<file path="src/rtl/core/stld_pkg.sv">
// Shared types and constants for the sync/type/length deframer.
package stld_pkg;

    // Sync pattern and the range of known packet types
    localparam logic [7:0] SYNC_FIRST  = 8'h24;  // '$'
    localparam logic [7:0] SYNC_SECOND = 8'h50;  // 'P'
    localparam logic [7:0] SYNC_THIRD  = 8'h3E;  // '>'
    localparam logic [7:0] KNOWN_LOW   = 8'd65;
    localparam logic [7:0] KNOWN_HIGH  = 8'd70;

    // Parse phases
    typedef enum logic [2:0] {
        PH_HUNT    = 3'd0,
        PH_SECOND  = 3'd1,
        PH_THIRD   = 3'd2,
        PH_TYPE    = 3'd3,
        PH_LENGTH  = 3'd4,
        PH_PAYLOAD = 3'd5
    } phase_t;

    // One result transaction
    typedef struct packed {
        logic [7:0] payload_byte;
        logic [7:0] packet_type;
        logic [7:0] payload_index;
        logic       last_byte;
        logic       type_known;
    } result_t;

endpackage

</file>
<file path="src/rtl/core/sync_type_length_deframer_core.sv">
// Byte-serial deframer: sync hunt, type and length header, payload output.
//
//  channel | direction | ports                                    | handshake
//  s_      | in        | s_rx_byte                                | s_valid / s_ready
//  m_      | out       | m_payload_byte, m_packet_type,           | m_valid / m_ready
//          |           | m_payload_index, m_last_byte, m_type_known
//
// One byte per cycle is accepted while s_ready is high; m_ outputs are registered.
// The parse state is a single register stage updated on each accepted byte.
// A two-entry output (result register plus skid register) keeps s_ready high
// while one result waits; s_ready drops only when both entries are full.
// aresetn is synchronous, active low, and returns the parser to the hunt.
module sync_type_length_deframer_core (
    input  logic       aclk,
    input  logic       aresetn,
    input  logic       s_valid,
    output logic       s_ready,
    input  logic [7:0] s_rx_byte,
    output logic       m_valid,
    input  logic       m_ready,
    output logic [7:0] m_payload_byte,
    output logic [7:0] m_packet_type,
    output logic [7:0] m_payload_index,
    output logic       m_last_byte,
    output logic       m_type_known
);
    import stld_pkg::*;

    phase_t     phase_reg, phase_next;
    logic [7:0] type_reg, type_next;
    logic [7:0] length_reg, length_next;
    logic [7:0] count_reg, count_next;

    result_t    out_reg, skid_reg, result;
    logic       out_valid_reg, skid_valid_reg;

    logic       accept;
    logic       produce;
    logic [7:0] count_inc;
    logic       is_last;

    assign s_ready   = !skid_valid_reg;
    assign accept    = s_valid && s_ready;
    assign count_inc = count_reg + 8'd1;
    assign is_last   = (count_inc == length_reg);
    assign produce   = accept && (phase_reg == PH_PAYLOAD);

    // Next parse state
    always_comb begin
        phase_next  = phase_reg;
        type_next   = type_reg;
        length_next = length_reg;
        count_next  = count_reg;
        if (accept) begin
            case (phase_reg)
                PH_SECOND: phase_next = (s_rx_byte == SYNC_SECOND) ? PH_THIRD : PH_HUNT;
                PH_THIRD:  phase_next = (s_rx_byte == SYNC_THIRD) ? PH_TYPE : PH_HUNT;
                PH_TYPE: begin
                    type_next  = s_rx_byte;
                    phase_next = PH_LENGTH;
                end
                PH_LENGTH: begin
                    length_next = s_rx_byte;
                    count_next  = 8'd0;
                    phase_next  = PH_PAYLOAD;
                end
                PH_PAYLOAD: begin
                    count_next = count_inc;
                    if (is_last) begin
                        phase_next = PH_HUNT;
                    end
                end
                default:   phase_next = (s_rx_byte == SYNC_FIRST) ? PH_SECOND : PH_HUNT;
            endcase
        end
    end

    // Result for the byte being accepted
    always_comb begin
        result.payload_byte  = s_rx_byte;
        result.packet_type   = type_reg;
        result.payload_index = count_reg;
        result.last_byte     = is_last;
        result.type_known    = (type_reg >= KNOWN_LOW) && (type_reg <= KNOWN_HIGH);
    end

    // Parse state registers
    always_ff @(posedge aclk) begin
        if (!aresetn) begin
            phase_reg  <= PH_HUNT;
            type_reg   <= 8'd0;
            length_reg <= 8'd0;
            count_reg  <= 8'd0;
        end else begin
            phase_reg  <= phase_next;
            type_reg   <= type_next;
            length_reg <= length_next;
            count_reg  <= count_next;
        end
    end

    // Output register with skid entry
    always_ff @(posedge aclk) begin
        if (!aresetn) begin
            out_valid_reg  <= 1'b0;
            skid_valid_reg <= 1'b0;
        end else if (!out_valid_reg || m_ready) begin
            if (skid_valid_reg) begin
                out_reg        <= skid_reg;
                skid_valid_reg <= 1'b0;
                out_valid_reg  <= 1'b1;
            end else begin
                out_valid_reg <= produce;
                if (produce) begin
                    out_reg <= result;
                end
            end
        end else if (produce) begin
            skid_reg       <= result;
            skid_valid_reg <= 1'b1;
        end
    end

    assign m_valid         = out_valid_reg;
    assign m_payload_byte  = out_reg.payload_byte;
    assign m_packet_type   = out_reg.packet_type;
    assign m_payload_index = out_reg.payload_index;
    assign m_last_byte     = out_reg.last_byte;
    assign m_type_known    = out_reg.type_known;

`ifndef SYNTHESIS
    // The skid entry is only ever filled behind a held result
    a_skid_behind_out: assert property (@(posedge aclk) disable iff (!aresetn)
        skid_valid_reg |-> out_valid_reg)
        else $error("skid entry valid with empty output register");

    // A stalled result is never dropped
    a_out_held: assert property (@(posedge aclk) disable iff (!aresetn)
        (out_valid_reg && !m_ready) |=> out_valid_reg)
        else $error("stalled result lost");

    // Payload bytes that are not last advance the index by one
    a_count_step: assert property (@(posedge aclk) disable iff (!aresetn)
        (produce && !is_last) |=> (count_reg == $past(count_inc)) && (phase_reg == PH_PAYLOAD))
        else $error("payload index did not advance");

    // A start byte in the hunt moves on to the second sync byte
    a_hunt_start: assert property (@(posedge aclk) disable iff (!aresetn)
        (accept && phase_reg == PH_HUNT && s_rx_byte == SYNC_FIRST) |=> (phase_reg == PH_SECOND))
        else $error("start byte not taken");
`endif

endmodule
</file>
<file path="config.mk">
export PLATFORM = sky130hd
export DESIGN_NAME = sync_type_length_deframer_core
export DESIGN_NICKNAME = d
export VERILOG_FILES = /design/src/rtl/core/stld_pkg.sv /design/src/rtl/core/sync_type_length_deframer_core.sv
export SDC_FILE = /design/constraint.sdc
export NUM_CORES = 1
export LEC_CHECK = 0
export BUFFER_PORTS_ARGS = -buffer_cell sky130_fd_sc_hd__buf_2
export CORE_ASPECT_RATIO = 0.6
export CORE_MARGIN = 2
export CORE_UTILIZATION = 45
export CTS_CLUSTER_DIAMETER = 50
export DETAILED_ROUTE_END_ITERATION = 10
export PLACE_DENSITY = 0.68
export SLEW_MARGIN = 0
export SYNTH_ARGS = -nofsm -noshare
export SYNTH_HDL_FRONTEND = slang
export SYNTH_SLANG_ARGS = --single-unit
export TNS_END_PERCENT = 5
</file>
<file path="constraint.sdc">
create_clock -name aclk -period 2.97 [get_ports aclk]
set_clock_uncertainty 0.2 [all_clocks]
set_input_delay 0.4455 -clock aclk [delete_from_list [all_inputs] [get_ports aclk]]
set_output_delay 0.4455 -clock aclk [all_outputs]
set_load 0.01 [all_outputs]
</file>
==> flow_summary_export.csv <==
group,metric,value,unit
grt,first_global_vias,2113,
clocking,post_cts_buffers,0,
clocking,cts_made_buffers,9,
worst_setup_path,path_cells,"ha_1 > nand3_2 > or4_1 > o2111ai_2 > nor4_4 > mux2_4",
timing,rsz0062_at_grt,"no",
clocking,ctsHtreeMaxLevel,3,
synthesis,synth_top_cell_by_area,"edfxtp_1",
synthesis,async_flop_share,0,
clocking,path_clk_slew,0.06,ns
worst_setup_path,regToRegSetupSlack,0.49,ns
timing,hold_viol,0,
placed_design,dpl.hpwl,5150,um
timing,setup_viol,0,
pwr,seq_power_share,0.492,
timing,maxSlewViolCount,0,
grt,grt_max_degree,34,
final_layout,drive_gt1_frac,0.279,
synthesis,synth_edf_count,52,
final_layout,final_core_util,0.539,
placed_design,io_buffer_count,39,
synthesis,synth_cells,276,
timing,fin_crit_sh,0.834,
synthesis,yosysWarningCount,0,
pwr,intPower,1990,uW
synthesis,yosysSeqAreaShare,0.603,
worst_setup_path,cp_max_fo,10,
clocking,clk_latency,0.34,ns
worst_setup_path,startpoint_type,"flop",
die,fp.dieH,72.8,um
worst_hold_path,hp-class,"in2reg",
worst_setup_path,critPathArrivalTime,2.36,ns
placed_design,gp_congestion,0.853,
final_layout,instances_no_fill,431,
pwr,clock_power_share,0.427,
drt,drt_pre_antenna_iters,4,
placed_design,dp.cells,415,
placed_design,pre_cts_ws,0.541,ns
placed_design,place_area,3890,um^2
final_layout,antenna_cells,0,
worst_setup_path,critical_path.top_delay_family,"simple AND/OR/NAND/NOR gates",
grt,grt_util_all_layers,0.182,
final_layout,areaGrowthSynthToFinish,17.6,%
die,dieArea,8650,um^2
pwr,p_leak,0.00156,uW
final_layout,design_area,4180,um^2
die,start_util,0.458,
synthesis,ys_ff_latch,81,
worst_setup_path,crit_type,"reg2reg",
run_status,status,"finished clean",
die,rows,25,
pwr,vdd_drop_max,0.342,mV
timing,period_minus_slack,2.48,ns
pwr,netSwitchingFraction,0.217,
clocking,cts-hold-fix-buffers,0,
clocking,clk_path_buf_depth,2,
pwr,p_comb_frac,0.081,
synthesis,synth_cell_types,50,
drt,vias,2316,
timing,maxSlewHeadroom,0.618,
drt,post_drt_via_cell_ratio,5.37,
synthesis,synth_top_area_frac,0.439,
worst_setup_path,critPathCaptureType,"flop",
die,core_area,7760,um^2
timing,layout_setup_ws,0.494,ns
grt,grt_pass1_wl,11500,um
drt,drt_iter0_markers,158,
run,cap_violations,0,
worst_setup_path,critical-path-max-stage-delay,0.51,ns
synthesis,synthTopCellsByArea,"edfxtp_1 (44%), dfxtp_1 (16%), mux2_2 (7.0%)",
clocking,clock_sinks,81,
synthesis,syn_area_per_cell,12.9,um^2
final_layout,final_nets,332,
final_layout,largest_reg_flops,26,
grt,grt_antenna_before_repair,0,
synthesis,synthesis.area,3550,um^2
timing,max_freq,404,MHz
timing,worst_pin_slew,0.572,ns
worst_setup_path,critical_path_buf_inv_count,0,
pwr,p_per_area,608,nW/um^2
die,die_w,119,um
grt,grt_overflow,0,
worst_setup_path,crit_slowest_cell,"or4_1",
clocking,ctsRootBufferMaster,"clkbuf_16",
drt,routedWlPerCell,17.0,um
synthesis,synth_top_flop_cell,"edfxtp_1",
clocking,post_cts_resized,0,
clocking,cts_tree,"done",
die,io_pins,40,
drt,antenna_left,0,
worst_setup_path,crit_required,2.85,ns
pwr,p_switching,553,uW
drt,wirelength,7320,um
timing,tns,0,ns
drt,drc,0,
synthesis,syn_nets,290,
power groups by stage:
stage / clock network, uW / registers, uW / logic (uW)
after floorplan: 0 / 1260 / 150
after global placement: 0 / 1270 / 195
after detailed placement: 0 / 1270 / 204
final: 1090 / 1250 / 206
after CTS: 1110 / 1250 / 205
after global routing: 1160 / 1250 / 227
cell type report:
class	count	area, um^2
Clock inverter	2	38.8
Multi-Input combinational cell	176	1340
Fill cell	692	3580
Tap cell	108	135
Timing Repair Buffer	44	245
Clock buffer	14	254
Inverter	6	22.5
Sequential cell	81	2140
worst paths after layout:
path,from,to,depth (start not counted)
hold reg to reg,type_reg[6],skid_reg[16],0
hold / removal,s_rx_byte[6],skid_reg[24],1
setup reg to reg,count_reg[0],m_last_byte,6
setup / recovery,count_reg[0],m_last_byte,6
worst reg2reg max path, stage by stage, from the launching register on:
cell	delay (ns)
dfxtp_1	0.48
ha_1	0.38
nand3_2	0.15
or4_1	0.51
o2111ai_2	0.14
nor4_4	0.09
mux2_4	0.27
cell families after synthesis:
family / Yosys count / share of synthesized area
AOI/OAI and AO/OA: 37 / 0.0729
buffers and inverters: 19 / 0.0232
xor gates and xnor gates: 6 / 0.0148
DFF: 81 / 0.603
muxes: 40 / 0.122
and+or+nand+nor: 91 / 0.158
adders and majority gates: 2 / 0.00704
synthesized netlist by cell type, types with 6 or more instances:
library cell and number:
nor2b_1 23, dfxtp_1 29, o21ai_0 13, mux2i_1 17, inv_1 6, edfxtp_1 52
nand2_1 16, nor2_1 10, mux2_2 22
metrics by stage:
stage          power [uW]  hold slack, ns
2_1_floorplan        1410           0.203
3_3_place_gp         1470           0.270
3_5_place_dp         1480           0.270
4_1_cts              2560           0.161
5_1_grt              2640           0.161
6_report             2540           0.173
layout by cell type (no fill, tap or decap), types with 4 or more instances in the layout:
cell type / instances
edfxtp_1: 52
buf_2: 39
dfxtp_1: 29
nor2b_1: 23
mux2_2: 22
mux2i_1: 17
nand2_1: 16
o21ai_0: 13
nor2_1: 9
clkbuf_16: 9
inv_1: 6
nand3_1: 5
nand3b_1: 5
a21boi_0: 5
xor2_1: 4
nand2b_1: 4
a21oi_1: 4
and2_1: 4
clkbuf_1: 4
buf_4: 4
routing by layer:
| layer | routed length [um] | vias to the layer above | GRT usage | part of all wire |
|---|---|---|---|---|
| li1 | - | 1115 | - | - |
| met1 | 3790 | 1128 | 0.263 | 0.52 |
| met2 | 2980 | 68 | 0.247 | 0.41 |
| met3 | 478 | 5 | 0.0750 | 0.065 |
| met4 | 64 | 0 | 0.0556 | 0.0087 |
| met5 | 0 | - | 0 | 0 |
No activity file was read; power rests on OpenSTA's default activity.
